<file path="src/hw/rtl/sdbl_ram.sv">
`default_nettype none
module sdbl_ram #(
  parameter int WIDTH = 8,
  parameter int DEPTH = 256
) (
  input  wire logic                     clk,
  input  wire logic                     we,
  input  wire logic [$clog2(DEPTH)-1:0] addr,
  input  wire logic [WIDTH-1:0]         wdata,
  output      logic [WIDTH-1:0]         rdata
);

  logic [WIDTH-1:0] mem [DEPTH];

  always_ff @(posedge clk) begin
    if (we) begin
      mem[addr] <= wdata;
    end
    rdata <= mem[addr];
  end

endmodule
`default_nettype wire

</file>
<file path="config.mk">
export PLATFORM = sky130hd
export DESIGN_NAME = sdbl_ram
export DESIGN_NICKNAME = d
export VERILOG_FILES = /design/src/hw/rtl/sdbl_ram.sv
export SDC_FILE = /design/constraint.sdc
export NUM_CORES = 2
export LEC_CHECK = 0
export BUFFER_PORTS_ARGS = -buffer_cell sky130_fd_sc_hd__buf_4
export CORE_MARGIN = 8
export CORE_UTILIZATION = 55
export DETAILED_ROUTE_END_ITERATION = 16
export PLACE_DENSITY = 0.77
export SETUP_SLACK_MARGIN = 0.15
export SYNTH_ARGS = -nofsm -noshare
export SYNTH_HDL_FRONTEND = slang
export SYNTH_SLANG_ARGS = --single-unit
</file>
<file path="constraint.sdc">
create_clock -name clk -period 3.8 [get_ports clk]
set_input_delay 1.14 -clock clk [delete_from_list [all_inputs] [get_ports clk]]
set_output_delay 1.14 -clock clk [all_outputs]
set_load 0.03 [all_outputs]
</file>
Word-level counts from Yosys, hierarchy flattened
Memory sizes are Yosys's and may differ from the RTL's. A register that Yosys moved wholly into a read port is not among the register bits.
Cells that the tools add are included.
{"block": "word_totals", "reg_bits": 0, "ram_bits": 2048, "in_bits": 18, "out_inout_bits": 8, "wordCells": 3, "memories": 1}
{"name": "mem", "words": 256, "width": 8, "read_ports": 1, "rd_clocked_by_memory_dff": 1, "wr": 1, "line_no": "13", "text": "logic [WIDTH-1:0] mem [DEPTH];"}
{"block": "op_classes", "mux": 2}
{"op": "$mux 1", "count": 2}

Depth between registers and ports, before layout
{"block": "depth", "word_depth": 2, "depth_mapped": 10, "depth_no_buf": 5}

Worst setup path after synthesis
No wires, ideal clock.
{"block": "synth_timing", "kind": "input -> register", "startpoint": "in addr[1]", "endpoint": "mem mem[111][0] (enable)", "setup_time_ns": 0.370, "arrival_time_ns": 2.989, "required_ns": 3.430, "path_slack_ns": 0.441, "stages": 9, "path_buffers": 5, "cell_sequence": "buf_2 > clkbuf_1 > clkbuf_1 > nand2_1 > buf_2 > nor2_1 > nand2_1 > clkbuf_1 > nor2_1"}
{"item": "from (decl)", "line_no": "8", "text": "input wire logic [$clog2(DEPTH)-1:0] addr,"}
{"item": "to (decl)", "line_no": "13"}
Straight into the memory's write port.

==> flow_metrics.env <==
export IMPL_drive_gt1_share_pct=31.06
export IMPL_rsz0062_at_grt="no"
export IMPL_num_vias=39820
export IMPL_worstPathMaxFanout=21
export IMPL_hpwl_um=113700
export IMPL_cts_tree="yes"
export IMPL_slew_headroom_pct=32.57
export IMPL_worstSetupEndpointType="register"
export IMPL_die_h_um=393.8
export IMPL_synth_nets=3565
export IMPL_rows=138
export IMPL_pre_cts_slack_ns=-0.5797
export IMPL_cp_start_kind="input port"
export IMPL_dp_cells=5728
export IMPL_postCtsSetupRepairBufs=0
export IMPL_crit_top_cell="buf_12"
export IMPL_design_die_area_sq_um=155100
export IMPL_grtUsageMet3_pct=6.325
export IMPL_power_density_nw_per_um2=508.2
export IMPL_tightest_slew_ns=0.9984
export IMPL_status="completed"
export IMPL_layout_cells_non_filler=6086
export IMPL_drtIter0Drc=5747
export IMPL_busiest_layer="met2"
export IMPL_coreArea_sq_um=141600
export IMPL_clock_sinks=2056
export IMPL_drtAntennaViolNets=0
export IMPL_grt_overflow=0
export IMPL_grt_util_met2_pct=38.84
export IMPL_boundaryPins=26
export IMPL_p_leak_nw=28.59
export IMPL_postLayoutSetupSlackWorst_ns=0.3797
export IMPL_crit_arrival_ns=4.12
export IMPL_grtUsageTotal_pct=24.18
export IMPL_grt_pass1_wl_um=277400
export IMPL_synth_seq_area_share_pct=78.55
export IMPL_synth_area_sq_um=78490
export IMPL_crit_path_max_incr_delay_ns=0.81
export IMPL_setup_viol=0
export IMPL_io_buffers=25
export IMPL_fin_crit_sh_pct=90.01
export IMPL_vias_per_cell=6.543
export IMPL_grt_start_max_net_pins=113
export IMPL_synthCells=3547
export IMPL_htreeDepth=4
export IMPL_yosysWarningCount=0
export IMPL_cp_cell_sequence="buf_8 > buf_12 > buf_12 > mux4_2 > a22oi_1 > a21oi_1 > o41ai_1 > buf_4 > nand4_1"
export IMPL_clk_path_buf_depth=3
export IMPL_final_nets=4053
export IMPL_maxCapViolations=0
export IMPL_postSynthAreaPerCell_sq_um=22.13
export IMPL_gp_congestion=0.8666
export IMPL_final_cell_mix="2048 x edfxtp_1, 512 x mux4_2, 450 x buf_4, 256 x a22oi_1, 231 x nor2_1"
export IMPL_crit_required_ns=4.50
export IMPL_grt_pass1_vias=40730
export IMPL_synth_distinct_cells=22
export IMPL_multi_input_area_sq_um=15780
export IMPL_cts_resized=0
export IMPL_drc=0
export IMPL_wire_per_inst_um=31.33
export IMPL_gr_usage_met1_pct=32.62
export IMPL_placed_area_sq_um=84580
export IMPL_crit_family="compound AO/OA/AOI/OAI gates"
export IMPL_path_class="in2reg"
export IMPL_final_common_cell="edfxtp_1"
export IMPL_syn2layout_area_growth_pct=15.65
export IMPL_wirelength_um=190700
export IMPL_cp_num_buf_inv=4
export IMPL_hp_class="in2reg"
export IMPL_fill_cells=8861
export IMPL_dieWidth_um=393.8
export IMPL_timing_fmax_mhz=292.4
export IMPL_skew_ns=0.03120
export IMPL_crit_slowest_cell="o41ai_1"
export IMPL_ir_drop_mv=0.5525
export IMPL_whs_ns=0.8501
export IMPL_cts_made_buffers=195
export IMPL_final_max_slew_violation_count=0
export IMPL_antenna_found_initial=8
export IMPL_synth_seq_cells=2056
export IMPL_start_util_pct=55.44
export IMPL_stdcell_area_sq_um=90770
export IMPL_clk_latency_ns=0.82
export IMPL_cts_root_buf="clkbuf_16"
export IMPL_ff_latch_area_sq_um=61660
export IMPL_clkTransAtPathRegs_ns=0.06
export IMPL_drtPass1Iterations=5
export IMPL_layout_min_cycle_time_ns=3.420
export IMPL_hold_buffers=0
export IMPL_hold_viol_final=0
per-layer routing:
metal	vias to the layer above	routed length (um)	share of wire, %
met1	20760	68450	36
met2	2626	92640	49
met3	395	22820	12
li1	16040	-	-
met4	4	6763	3.5
met5	-	22	0.012
path summary, 6_finish.rpt:
| kind | slack [ns] | depth (start not counted) | start | endpoint |
|---|---|---|---|---|
| min | 0.85 | 1 | wdata[4] | mem[160][4] |
| max reg2reg | 1.04 | 6 | mem[219][0] | rdata[0] |
| min reg2reg | 1.04 | 6 | mem[176][3] | rdata[3] |
| max | 0.38 | 9 | addr[0] | rdata[0] |
worst reg2reg max path, cell delays in order, from the launching register on:
cell and delay, ns:
edfxtp_1 0.41, mux4_2 0.49, a22oi_1 0.39, a21oi_1 0.23, o41ai_1 0.81, buf_4 0.24
nand4_1 0.08
report_power, final:
part | switching [W] | internal (W)
combinational | 0.00140 | 0.000855
clock | 0.00813 | 0.0107
sequential | 0.0000481 | 0.0250
synthesized netlist by cell type:
cell         n  share of area (%)
buf_1       19              0.091
or2_2        2              0.016
dfxtp_1      8               0.20
inv_1        1             0.0048
a21oi_1    128               0.82
or3_1        1             0.0080
nor3_1      30               0.19
nand3_1     13              0.083
and2_1       3              0.024
o41ai_1     32               0.36
mux4_2     512                 15
nor2_1     232                1.1
nand2b_1     6              0.048
buf_2       36               0.23
clkbuf_1   145               0.69
buf_4       16               0.15
buf_6       16               0.23
edfxtp_1  2048                 78
nor2b_1      7              0.056
nand2_1     28               0.13
a22oi_1    256                2.4
nand4_1      8              0.064
flip-flops by register name (all words and copies together) (netlist names):
name and cells:
mem 2048, rdata 8
stage by stage:
step	setup TNS, ns	total power (W)	util (%)
final	0	0.04613	64.11
after global routing	0	0.04723	64.10
after CTS	0	0.04630	64.09
after detailed placement	-2.056	0.02773	59.74
after global placement	-1.962	0.02768	59.74
after floorplan	0	0.02663	-
kinds of logic (layout without fill, tap and decap cells):
family | count (synthesis) | count (layout) | synth area share (%)
AND/OR/NAND/NOR | 330 | 330 | 1.733
flip-flops | 2056 | 2056 | 78.55
buffers and inverters | 233 | 875 | 1.401
other | 0 | 7 | 0
AO/OA/AOI/OAI | 416 | 416 | 3.622
multiplexers | 512 | 512 | 14.69
cell type report:
| type | instances | area share, % |
|---|---|---|
| sequential | 2056 | 67.93 |
| multi-input combinational | 1258 | 17.38 |
| inverter | 1 | 0.004135 |
| clock inverter | 97 | 0.9814 |
| clock buffer | 254 | 5.815 |
| timing repair buffer | 523 | 5.265 |
| tap | 1890 | 2.605 |
| antenna | 7 | 0.01930 |
No activity file was read; power rests on OpenSTA's default activity.
