**src/hw/rtl/sdbl_pkg.sv**
```systemverilog
`default_nettype none
package sdbl_pkg;

  localparam int ROW_W  = 6;
  localparam int COL_W  = 6;
  localparam int CELL_W = ROW_W + COL_W;
  localparam int ALT_W  = 16;
  localparam int LBL_W  = 12;
  localparam int DIM_W  = 7;
  localparam int CFG_IDX_W = 1;
  localparam int CELLS  = 1 << CELL_W;
  localparam int MAX_ROWS = 1 << ROW_W;
  localparam int MAX_COLS = 1 << COL_W;

  typedef enum logic [1:0] {
    REQ_LOAD = 2'd0,
    REQ_RUN  = 2'd1,
    REQ_READ = 2'd2
  } req_type_e;

  typedef enum logic [1:0] {
    STAT_OK        = 2'd0,
    STAT_OUTSIDE   = 2'd1,
    STAT_NOT_READY = 2'd2
  } status_e;

  typedef enum logic [CFG_IDX_W-1:0] {
    CFG_HEIGHT = 1'b0,
    CFG_WIDTH  = 1'b1
  } cfg_idx_e;

  typedef enum logic [3:0] {
    ST_IDLE,
    ST_READ_WAIT,
    ST_D_RD0,
    ST_D_RD1,
    ST_D_RD2,
    ST_D_RD3,
    ST_D_RD4,
    ST_D_WR,
    ST_A_RD,
    ST_A_CHK,
    ST_B_RD,
    ST_B_CHK,
    ST_L_RD,
    ST_L_SINK,
    ST_L_CHK
  } state_e;

  typedef struct packed {
    logic [1:0]       req_type;
    logic [ROW_W-1:0] row;
    logic [COL_W-1:0] col;
    logic [ALT_W-1:0] altitude;
  } req_t;

  typedef struct packed {
    logic [LBL_W-1:0] label;
    logic [1:0]       status;
  } result_t;

  typedef struct packed {
    logic [DIM_W-1:0] rows;
    logic [DIM_W-1:0] cols;
  } grid_t;

  typedef struct packed {
    logic              valid;
    logic [CELL_W-1:0] sink;
    logic [CELL_W-1:0] nxt;
  } path_word_t;

  typedef struct packed {
    logic             valid;
    logic [LBL_W-1:0] label;
  } basin_word_t;

  typedef struct packed {
    logic              we;
    logic [CELL_W-1:0] addr;
    logic [ALT_W-1:0]  wdata;
  } alt_port_t;

  typedef struct packed {
    logic              we;
    logic [CELL_W-1:0] addr;
    path_word_t        wdata;
  } path_port_t;

  typedef struct packed {
    logic              we;
    logic [CELL_W-1:0] addr;
    basin_word_t       wdata;
  } basin_port_t;

  typedef struct packed {
    logic              we;
    logic [CELL_W-1:0] addr;
    logic [LBL_W-1:0]  wdata;
  } label_port_t;

endpackage
`default_nettype wire

```
**src/hw/rtl/sdbl_ctrl.sv**
```systemverilog
`default_nettype none
module sdbl_ctrl (
  input  wire logic                   clk,
  input  wire logic                   rst,
  input  wire logic                   start,
  input  wire sdbl_pkg::req_t         req,
  input  wire sdbl_pkg::grid_t        grid,
  input  wire logic                   cfg_write,
  output      logic                   busy,
  output      logic                   done,
  output      sdbl_pkg::result_t      result,
  output      sdbl_pkg::alt_port_t    alt_port,
  input  wire logic [sdbl_pkg::ALT_W-1:0] alt_rd,
  output      sdbl_pkg::path_port_t   path_port,
  input  wire sdbl_pkg::path_word_t   path_rd,
  output      sdbl_pkg::basin_port_t  basin_port,
  input  wire sdbl_pkg::basin_word_t  basin_rd,
  output      sdbl_pkg::label_port_t  label_port,
  input  wire logic [sdbl_pkg::LBL_W-1:0] label_rd
);

  sdbl_pkg::state_e state, state_next;

  logic [sdbl_pkg::ROW_W-1:0]  row;
  logic [sdbl_pkg::COL_W-1:0]  col;
  logic [sdbl_pkg::CELL_W-1:0] cur;
  logic [sdbl_pkg::CELL_W-1:0] sink;
  logic [sdbl_pkg::ALT_W-1:0]  best_alt;
  logic [sdbl_pkg::CELL_W-1:0] best_idx;
  logic [sdbl_pkg::LBL_W-1:0]  next_label;
  logic                        labels_ready;
  logic                        labels_ready_next;
  logic                        done_next;

  logic [sdbl_pkg::CELL_W-1:0] scan_idx;
  logic [sdbl_pkg::CELL_W-1:0] req_cell;
  logic [sdbl_pkg::CELL_W-1:0] best_final;
  logic [sdbl_pkg::CELL_W-1:0] cell_adv;
  logic [sdbl_pkg::ROW_W-1:0]  row_adv;
  logic [sdbl_pkg::COL_W-1:0]  col_adv;
  logic [sdbl_pkg::LBL_W-1:0]  lbl_sel;
  logic                        last_col;
  logic                        last_cell;
  logic                        has_east;
  logic                        has_south;
  logic                        req_inside;
  logic                        accept;
  logic                        is_load;
  logic                        is_run;
  logic                        is_read;

  localparam logic [sdbl_pkg::CELL_W-1:0] ROW_STEP = sdbl_pkg::CELL_W'(sdbl_pkg::MAX_COLS);
  localparam logic [sdbl_pkg::CELL_W-1:0] ONE_CELL = sdbl_pkg::CELL_W'(1);

  assign scan_idx = {row, col};
  assign req_cell = {req.row, req.col};
  assign accept   = start && (state == sdbl_pkg::ST_IDLE);
  assign busy     = (state != sdbl_pkg::ST_IDLE);
  assign is_load  = (req.req_type == sdbl_pkg::REQ_LOAD);
  assign is_run   = (req.req_type == sdbl_pkg::REQ_RUN);
  assign is_read  = (req.req_type == sdbl_pkg::REQ_READ);

  assign req_inside = ({1'b0, req.row} < grid.rows) && ({1'b0, req.col} < grid.cols);

  assign last_col  = ({1'b0, col} == grid.cols - 7'd1);
  assign last_cell = last_col && ({1'b0, row} == grid.rows - 7'd1);
  assign has_east  = ({1'b0, col} + 7'd1 < grid.cols);
  assign has_south = ({1'b0, row} + 7'd1 < grid.rows);

  assign col_adv  = last_col ? '0 : col + 1'b1;
  assign row_adv  = last_col ? row + 1'b1 : row;
  assign cell_adv = {row_adv, col_adv};

  // south neighbor is the last candidate; compare it against the running best
  assign best_final = (has_south && (alt_rd < best_alt)) ? scan_idx + ROW_STEP : best_idx;
  assign lbl_sel    = basin_rd.valid ? basin_rd.label : next_label;

  // strobe a result for every request but a run or a ready read, which answer later
  assign done_next = (accept && !is_run && !(is_read && req_inside && labels_ready)) ||
                     (state == sdbl_pkg::ST_READ_WAIT) ||
                     ((state == sdbl_pkg::ST_L_CHK) && last_cell);

  always_comb begin
    labels_ready_next = labels_ready;
    if ((state == sdbl_pkg::ST_L_CHK) && last_cell) begin
      labels_ready_next = 1'b1;
    end
    // drop stale labels on an in-grid load or a config write
    if ((accept && is_load && req_inside) || cfg_write) begin
      labels_ready_next = 1'b0;
    end
  end

  always_comb begin
    state_next = state;
    unique case (state)
      sdbl_pkg::ST_IDLE: begin
        if (accept) begin
          if (is_run) begin
            state_next = sdbl_pkg::ST_D_RD0;
          end else if (is_read && req_inside && labels_ready) begin
            state_next = sdbl_pkg::ST_READ_WAIT;
          end
        end
      end
      sdbl_pkg::ST_READ_WAIT: state_next = sdbl_pkg::ST_IDLE;
      sdbl_pkg::ST_D_RD0: state_next = sdbl_pkg::ST_D_RD1;
      sdbl_pkg::ST_D_RD1: state_next = sdbl_pkg::ST_D_RD2;
      sdbl_pkg::ST_D_RD2: state_next = sdbl_pkg::ST_D_RD3;
      sdbl_pkg::ST_D_RD3: state_next = sdbl_pkg::ST_D_RD4;
      sdbl_pkg::ST_D_RD4: state_next = sdbl_pkg::ST_D_WR;
      sdbl_pkg::ST_D_WR: state_next = last_cell ? sdbl_pkg::ST_A_RD : sdbl_pkg::ST_D_RD0;
      sdbl_pkg::ST_A_RD: state_next = sdbl_pkg::ST_A_CHK;
      sdbl_pkg::ST_A_CHK: begin
        if (path_rd.valid || (path_rd.nxt == cur)) begin
          state_next = sdbl_pkg::ST_B_RD;
        end else begin
          state_next = sdbl_pkg::ST_A_RD;
        end
      end
      sdbl_pkg::ST_B_RD: state_next = sdbl_pkg::ST_B_CHK;
      sdbl_pkg::ST_B_CHK: begin
        if (!path_rd.valid) begin
          state_next = sdbl_pkg::ST_B_RD;
        end else if (last_cell) begin
          state_next = sdbl_pkg::ST_L_RD;
        end else begin
          state_next = sdbl_pkg::ST_A_RD;
        end
      end
      sdbl_pkg::ST_L_RD: state_next = sdbl_pkg::ST_L_SINK;
      sdbl_pkg::ST_L_SINK: state_next = sdbl_pkg::ST_L_CHK;
      sdbl_pkg::ST_L_CHK: state_next = last_cell ? sdbl_pkg::ST_IDLE : sdbl_pkg::ST_L_RD;
      default: state_next = sdbl_pkg::ST_IDLE;
    endcase
  end

  always_comb begin
    alt_port   = '0;
    path_port  = '0;
    basin_port = '0;
    label_port = '0;
    unique case (state)
      sdbl_pkg::ST_IDLE: begin
        alt_port.addr   = req_cell;
        alt_port.wdata  = req.altitude;
        alt_port.we     = accept && is_load && req_inside;
        label_port.addr = req_cell;
      end
      sdbl_pkg::ST_D_RD0: alt_port.addr = scan_idx;
      sdbl_pkg::ST_D_RD1: alt_port.addr = scan_idx - ROW_STEP;
      sdbl_pkg::ST_D_RD2: alt_port.addr = scan_idx - ONE_CELL;
      sdbl_pkg::ST_D_RD3: alt_port.addr = scan_idx + ONE_CELL;
      sdbl_pkg::ST_D_RD4: alt_port.addr = scan_idx + ROW_STEP;
      sdbl_pkg::ST_D_WR: begin
        // store the descent pointer and drop both valid marks for this cell
        path_port.we        = 1'b1;
        path_port.addr      = scan_idx;
        path_port.wdata.nxt = best_final;
        basin_port.we       = 1'b1;
        basin_port.addr     = scan_idx;
      end
      sdbl_pkg::ST_A_RD: path_port.addr = cur;
      sdbl_pkg::ST_A_CHK: begin
        path_port.addr = cur;
        if (!path_rd.valid && (path_rd.nxt == cur)) begin
          path_port.we    = 1'b1;
          path_port.wdata = '{valid: 1'b1, sink: cur, nxt: cur};
        end
      end
      sdbl_pkg::ST_B_RD: path_port.addr = cur;
      sdbl_pkg::ST_B_CHK: begin
        path_port.addr = cur;
        if (!path_rd.valid) begin
          path_port.we    = 1'b1;
          path_port.wdata = '{valid: 1'b1, sink: sink, nxt: path_rd.nxt};
        end
      end
      sdbl_pkg::ST_L_RD: path_port.addr = scan_idx;
      sdbl_pkg::ST_L_SINK: basin_port.addr = path_rd.sink;
      sdbl_pkg::ST_L_CHK: begin
        basin_port.addr = sink;
        if (!basin_rd.valid) begin
          basin_port.we    = 1'b1;
          basin_port.wdata = '{valid: 1'b1, label: next_label};
        end
        label_port.we    = 1'b1;
        label_port.addr  = scan_idx;
        label_port.wdata = lbl_sel;
      end
      default: ;
    endcase
  end

  always_ff @(posedge clk) begin
    if (rst) begin
      state        <= sdbl_pkg::ST_IDLE;
      labels_ready <= 1'b0;
      next_label   <= '0;
      row          <= '0;
      col          <= '0;
      done         <= 1'b0;
    end else begin
      state        <= state_next;
      done         <= done_next;
      labels_ready <= labels_ready_next;
      unique case (state)
        sdbl_pkg::ST_IDLE: begin
          if (accept) begin
            if (is_run) begin
              row        <= '0;
              col        <= '0;
              next_label <= '0;
            end else if (is_load || is_read) begin
              if (!req_inside) begin
                result <= '{label: '0, status: sdbl_pkg::STAT_OUTSIDE};
              end else if (is_load) begin
                result <= '{label: '0, status: sdbl_pkg::STAT_OK};
              end else if (!labels_ready) begin
                result <= '{label: '0, status: sdbl_pkg::STAT_NOT_READY};
              end
            end else begin
              result <= '{label: '0, status: sdbl_pkg::STAT_OK};
            end
          end
        end
        sdbl_pkg::ST_READ_WAIT: begin
          result <= '{label: label_rd, status: sdbl_pkg::STAT_OK};
        end
        sdbl_pkg::ST_D_RD1: begin
          best_alt <= alt_rd;
          best_idx <= scan_idx;
        end
        sdbl_pkg::ST_D_RD2: begin
          if ((row != '0) && (alt_rd < best_alt)) begin
            best_alt <= alt_rd;
            best_idx <= scan_idx - ROW_STEP;
          end
        end
        sdbl_pkg::ST_D_RD3: begin
          if ((col != '0) && (alt_rd < best_alt)) begin
            best_alt <= alt_rd;
            best_idx <= scan_idx - ONE_CELL;
          end
        end
        sdbl_pkg::ST_D_RD4: begin
          if (has_east && (alt_rd < best_alt)) begin
            best_alt <= alt_rd;
            best_idx <= scan_idx + ONE_CELL;
          end
        end
        sdbl_pkg::ST_D_WR: begin
          if (last_cell) begin
            row <= '0;
            col <= '0;
            cur <= '0;
          end else begin
            row <= row_adv;
            col <= col_adv;
          end
        end
        sdbl_pkg::ST_A_CHK: begin
          if (path_rd.valid) begin
            sink <= path_rd.sink;
            cur  <= scan_idx;
          end else if (path_rd.nxt == cur) begin
            sink <= cur;
            cur  <= scan_idx;
          end else begin
            cur <= path_rd.nxt;
          end
        end
        sdbl_pkg::ST_B_CHK: begin
          if (!path_rd.valid) begin
            cur <= path_rd.nxt;
          end else if (last_cell) begin
            row <= '0;
            col <= '0;
          end else begin
            row <= row_adv;
            col <= col_adv;
            cur <= cell_adv;
          end
        end
        sdbl_pkg::ST_L_SINK: sink <= path_rd.sink;
        sdbl_pkg::ST_L_CHK: begin
          if (!basin_rd.valid) begin
            next_label <= next_label + 1'b1;
          end
          if (last_cell) begin
            result <= '{label: '0, status: sdbl_pkg::STAT_OK};
          end else begin
            row <= row_adv;
            col <= col_adv;
          end
        end
        default: ;
      endcase
    end
  end

endmodule
`default_nettype wire

```
**config.mk**
```make
export PLATFORM = sky130hd
export DESIGN_NAME = sdbl_ctrl
export DESIGN_NICKNAME = d
export VERILOG_FILES = /design/src/hw/rtl/sdbl_pkg.sv /design/src/hw/rtl/sdbl_ctrl.sv
export SDC_FILE = /design/constraint.sdc
export NUM_CORES = 1
export LEC_CHECK = 0
export BUFFER_PORTS_ARGS = -buffer_cell sky130_fd_sc_hd__buf_4
export CORE_ASPECT_RATIO = 2
export CORE_MARGIN = 2
export CORE_UTILIZATION = 50
export DETAILED_ROUTE_END_ITERATION = 12
export PLACE_DENSITY = 0.78
export SETUP_SLACK_MARGIN = 0.1
export SLEW_MARGIN = 15
export SYNTH_ARGS = -nofsm -noshare
export SYNTH_HDL_FRONTEND = slang
export SYNTH_SLANG_ARGS = --single-unit
```
**constraint.sdc**
```tcl
create_clock -name clk -period 6.8 [get_ports clk]
set_input_delay 1.02 -clock clk [delete_from_list [all_inputs] [get_ports clk]]
set_output_delay 1.02 -clock clk [all_outputs]
set_load 0.005 [all_outputs]
```
# Word level (Yosys, flattened, before mapping)
# Cells that the tools add are included.
[totals]
reg_bits = 96
[classes]
muxes = 71
magnitude_cmp = 5
n_eq_ne = 34
n_addsub = 11
n_reduce_logical = 44
n_bitwise = 1
[op_table]
columns = ["operator", "count"]
rows = [
  ["12-bit 2-to-1 mux", 16],
  ["12-bit case mux with 3 select lines", 3],
  ["14-bit 2-to-1 mux", 7],
  ["12-bit case mux with 2 select lines", 4],
  ["12-bit case mux with 6 select lines", 1],
  ["16-bit 2-to-1 mux", 4],
  ["16-bit case mux with 4 select lines", 1],
  ["6-bit 2-to-1 mux", 10],
  ["4-bit case mux with 14 select lines", 1],
  ["25-bit 2-to-1 mux", 2],
  ["12-bit case mux with 4 select lines", 1],
  ["6-bit case mux with 4 select lines", 2],
  ["14-bit case mux with 3 select lines", 1],
  ["4-bit equality test (second input constant)", 7],
  ["13-bit 2-to-1 mux", 2],
  ["13-bit case mux with 2 select lines", 1],
  ["12-bit by 1-bit adder with 12-bit output (second input constant)", 2],
  ["2-bit inequality test (second input constant)", 11],
  ["4-bit 2-to-1 mux", 5],
  ["4-bit by 3-bit equality test with 1-bit output (second input constant)", 4],
  ["16-bit less-than comparator", 1],
  ["1-bit logical AND", 15],
  ["6-bit by 1-bit adder with 7-bit output (second input constant)", 2],
  ["6-bit by 7-bit equality test with 1-bit output", 2],
  ["36 further kinds", 61],
]

# Depth between registers and ports, before layout
[depth]
ltp_word = 8
mapped_depth = 12

# Least setup slack after synthesis
# No wires, ideal clock.
[synth_timing]
kind = "register -> output"
start = "register row[1] (netlist name)"
end = "output path_port[10] (netlist name)"
required_time_ps = 5780
arrival_ps = 2788
path_stages_with_launch = 13
slack_ps = 2992
path_cell_list = "dfxtp_1 clkbuf_1 inv_1 ha_1 ha_1 nor2b_1 o21a_1 o21a_1 o21ai_0 a21o_1 buf_1 a21oi_1 o31ai_1"
[synth_lines]
columns = ["element", "line", "source"]
rows = [
  ["start: declaration", "sdbl_ctrl.sv:24", "logic [sdbl_pkg::ROW_W-1:0] row;"],
  ["start signal: assignment", "sdbl_ctrl.sv:258", "row <= row_adv;"],
  ["start signal: assignment", "sdbl_ctrl.sv:280", "row <= row_adv;"],
  ["start signal: assignment", "sdbl_ctrl.sv:293", "row <= row_adv;"],
  ["end: declaration", "sdbl_ctrl.sv:14", "output sdbl_pkg::path_port_t path_port,"],
]

==> results.toml <==
[outcome]
result_of_the_run = "finished clean"

[global_routing]
grt_antenna_before_repair = 0
grt_max_degree = 34
number_of_global_route_vias_before_repair = 8500
grt-ovfl-total = 0
grt_pass1_wl_um = 45300
grt_util_all_layers = 0.339

[pwr]
switching_portion_of_total_power = 0.277
sequentialPowerShare = 0.425
internal_power_mw = 1.07
power_density_nw_per_um2 = 143
vdd_ir_drop_max_uv = 118
clock_power_share = 0.358
switching_power_mw = 0.412
p_leak_nw = 4.42
power.share.combinational = 0.217

[detailed_routing]
detail_route.wl_per_cell_um = 21.7
drc = 0
dr.first_iter.drc_count = 890
wl_um = 30100
dr.pass1.iters = 7
ant_nets = 0
via_count = 8759
detail_route.vias_per_cell = 6.32

[sta]
final.setup.worst_slack_ps = 1410
finalSetupViolations = 0
max_slew.worst_pin.slew_ps = 1170
skew_ps = 11.7
timing.setup.tns_ps = 0
hold-worst-slack_ps = 530
post-route-period-util = 0.793
timing_max_transition_violations_final = 0
final_hold_vio_count = 0
headroom_to_the_max_slew_limit = 0.209
grt_setup_unrepaired = "false"
clock.fmax_ghz = 0.185
final_period_minus_worst_setup_slack_ps = 5390

[clock_tree]
ctsHtreeMaxLevel = 3
number_of_cts_inserted_buffers = 9
worstSkewPairLatency_ps = 360
clkTransAtPathRegs_ps = 70
cts.repair_timing.setup_buffer_count = 0
cts_hold_buf = 0
post_cts_resize_count = 0
numClockSinks = 96
cts_tree = "yes"
cts.path.max_buffers = 2
clock_tree.root_cell = "sky130_fd_sc_hd__clkbuf_16"

[synthesis]
synth.yosys.warnings = 0
syn-num-nets = 1138
yosys-top-cells-count = "sky130_fd_sc_hd__nand2_1, sky130_fd_sc_hd__nor2_1, sky130_fd_sc_hd__edfxtp_1, sky130_fd_sc_hd__a21oi_1, sky130_fd_sc_hd__clkbuf_1"
synth_seq_area_share = 0.318
synth.lib_cells_used.distinct = 64
number_of_flops_mapped_to_enable_cells_by_yosys = 66
synth.top_cells.by_area = "sky130_fd_sc_hd__edfxtp_1, sky130_fd_sc_hd__dfxtp_1, sky130_fd_sc_hd__ha_1"
asyncSetResetFlopFracSynth = 0
synth.avg_cell_area_um2 = 8.30
synth_area_um2 = 8110
synth_seq_cells = 96
synth.largest_area_cell = "sky130_fd_sc_hd__edfxtp_1"
yosysMostFrequentCell = "sky130_fd_sc_hd__nand2_1"
synth_top_cell_area_share = 0.244
post_synth_inst_count = 977
postSynth.topFlopCell = "sky130_fd_sc_hd__edfxtp_1"

[critical_path]
crit_path_cell_trace = "clkinv_1 > nor3_1 > nand2b_1 > nand2_1 > ha_1 > o21a_1 > o21ai_0 > a21oi_1 > nor2_1 > o211ai_1 > buf_4"
cp_slowest_stage_delay_ps = 750
end_kind = "output pin"
critPathRequiredTime_ps = 5780
crit_end = "path_port[7]"
rr_endpoint = "best_alt[8]$_DFFE_PP_"
worst_setup_path_start_kind = "register"
crit_path_top_delay_cell = "sky130_fd_sc_hd__a21oi_1"
crit-reg2reg-launch = "col[0]$_SDFFE_PP0P_"
r2r_cells = 10
worst-path-max-fanout = 16
worst-endpoint-arrival_ps = 4370
critical_path_source = "row[2]$_SDFFE_PP0P_"
setup.worst_path.class = "reg2out"
setup.reg_to_reg.worst_slack_ps = 2800

[cells_and_area]
final_cell_count_no_fill = 1387
layout-drive-gt1-share = 0.255
num_antenna_cells = 0
area_growth_syn_to_layout_pct = 27.9
postLayoutCoreUtil = 0.654
nets_finish = 1342

[floorplanning]
design.portCount = 248
fp.dieArea_um2 = 17300
floorplan.die.width_um = 94.1
rows = 65
initial_core_util = 0.511
core_area_um2 = 15900
floorplan.die.height_um = 184

[place]
dp_slack_ps = 1880
port_buffers = 247
placedCellCount = 1371
gp_congestion = 0.982
detailedPlacementHpwl_um = 23100

[min_path]
type_of_the_most_critical_hold_path = "reg2reg"

[run]
drv_cap = 0
## final cells by class
type / instances / area, µm²
clock buffers: 9 / 225
clock inverters: 7 / 78.8
fillers: 1387 / 5490
inverters: 50 / 188
multi-input cells: 762 / 5080
flip-flops and latches: 96 / 2580
well taps: 201 / 251
repair buffers: 262 / 1970
## cell families after synthesis
group / share of synthesized area
AO/OA/AOI/OAI: 0.229
AND/OR/NAND/NOR: 0.217
flip-flops: 0.318
multiplexers: 0.0380
adder cells (fa/ha/maj): 0.0725
XOR/XNOR: 0.0670
buffers and inverters: 0.0577
## routing by layer
metal	GRT usage	wire [µm]
met5	0	0
met1	0.369	10300
met2	0.586	15100
met4	0.237	2220
met3	0.0548	2510
## sequential cells by signal (all words and copies together) (netlist names)
register      flops
best_alt         16
state             4
result           14
row               6
sink             12
labels_ready      1
best_idx         12
done              1
col               6
cur              12
next_label       12
## worst max-delay path, delay by kind of cell (launching register included)
kind            cells  cell delay, ps
buf+inv             2             600
compound gates      4            1210
fa+ha+maj           1             290
simple gates        4            1190
flops               1             710
## metrics by stage
step | cell area (µm²) | total power [mW]
after global placement | 10100 | 0.959
after global routing | 10400 | 1.54
final | 10400 | 1.49
after floorplan | 8110 | 0.798
after CTS | 10400 | 1.49
after detailed placement | 10100 | 0.964
## power by group through the flow
stage               combinational (mW)  clock [mW]  sequential (mW)
floorplan                        0.154           0            0.645
global placement                 0.315           0            0.644
detailed placement               0.319           0            0.645
CTS                              0.321       0.534            0.631
global route                     0.348       0.556            0.632
finish                           0.323       0.532            0.631
## cells in the final DEF (no fill, tap or decap), types with 4 or more instances in the layout
master	instances
sky130_fd_sc_hd__buf_4	262
sky130_fd_sc_hd__nand2_1	84
sky130_fd_sc_hd__nor2_1	82
sky130_fd_sc_hd__edfxtp_1	66
sky130_fd_sc_hd__a21oi_1	60
sky130_fd_sc_hd__o21ai_0	51
sky130_fd_sc_hd__inv_1	48
sky130_fd_sc_hd__ha_1	47
sky130_fd_sc_hd__and2_1	45
sky130_fd_sc_hd__xnor2_1	42
sky130_fd_sc_hd__a22o_1	31
sky130_fd_sc_hd__dfxtp_1	30
sky130_fd_sc_hd__nor3_1	29
sky130_fd_sc_hd__a22oi_1	29
sky130_fd_sc_hd__nand3_1	27
sky130_fd_sc_hd__o211ai_1	23
sky130_fd_sc_hd__xor2_1	20
sky130_fd_sc_hd__nand2b_1	20
sky130_fd_sc_hd__nand4_1	15
sky130_fd_sc_hd__mux2i_1	15
sky130_fd_sc_hd__a21o_1	14
sky130_fd_sc_hd__mux2_2	14
sky130_fd_sc_hd__and3_1	10
sky130_fd_sc_hd__clkbuf_16	9
sky130_fd_sc_hd__nor2b_1	8
sky130_fd_sc_hd__a221o_1	8
sky130_fd_sc_hd__nor4_1	7
sky130_fd_sc_hd__or3_1	7
sky130_fd_sc_hd__o21a_1	6
sky130_fd_sc_hd__a211oi_1	6
sky130_fd_sc_hd__a222oi_1	5
sky130_fd_sc_hd__o31ai_1	5
sky130_fd_sc_hd__a31oi_1	5
sky130_fd_sc_hd__or2_2	4
sky130_fd_sc_hd__o22ai_1	4
## worst min-delay path by stage
stage,from,cells past startpoint,end,slack [ps]
global route,labels_ready$_SDFFE_PP0P_,2,labels_ready$_SDFFE_PP0P_,580
global placement,next_label[11]$_SDFFE_PP0P_,2,next_label[11]$_SDFFE_PP0P_,520
detailed placement,next_label[11]$_SDFFE_PP0P_,2,next_label[11]$_SDFFE_PP0P_,520
finish,labels_ready$_SDFFE_PP0P_,2,labels_ready$_SDFFE_PP0P_,530
CTS,labels_ready$_SDFFE_PP0P_,2,labels_ready$_SDFFE_PP0P_,540
floorplan,next_label[11]$_SDFFE_PP0P_,2,next_label[11]$_SDFFE_PP0P_,490
(Power assumes the default switching activity.)
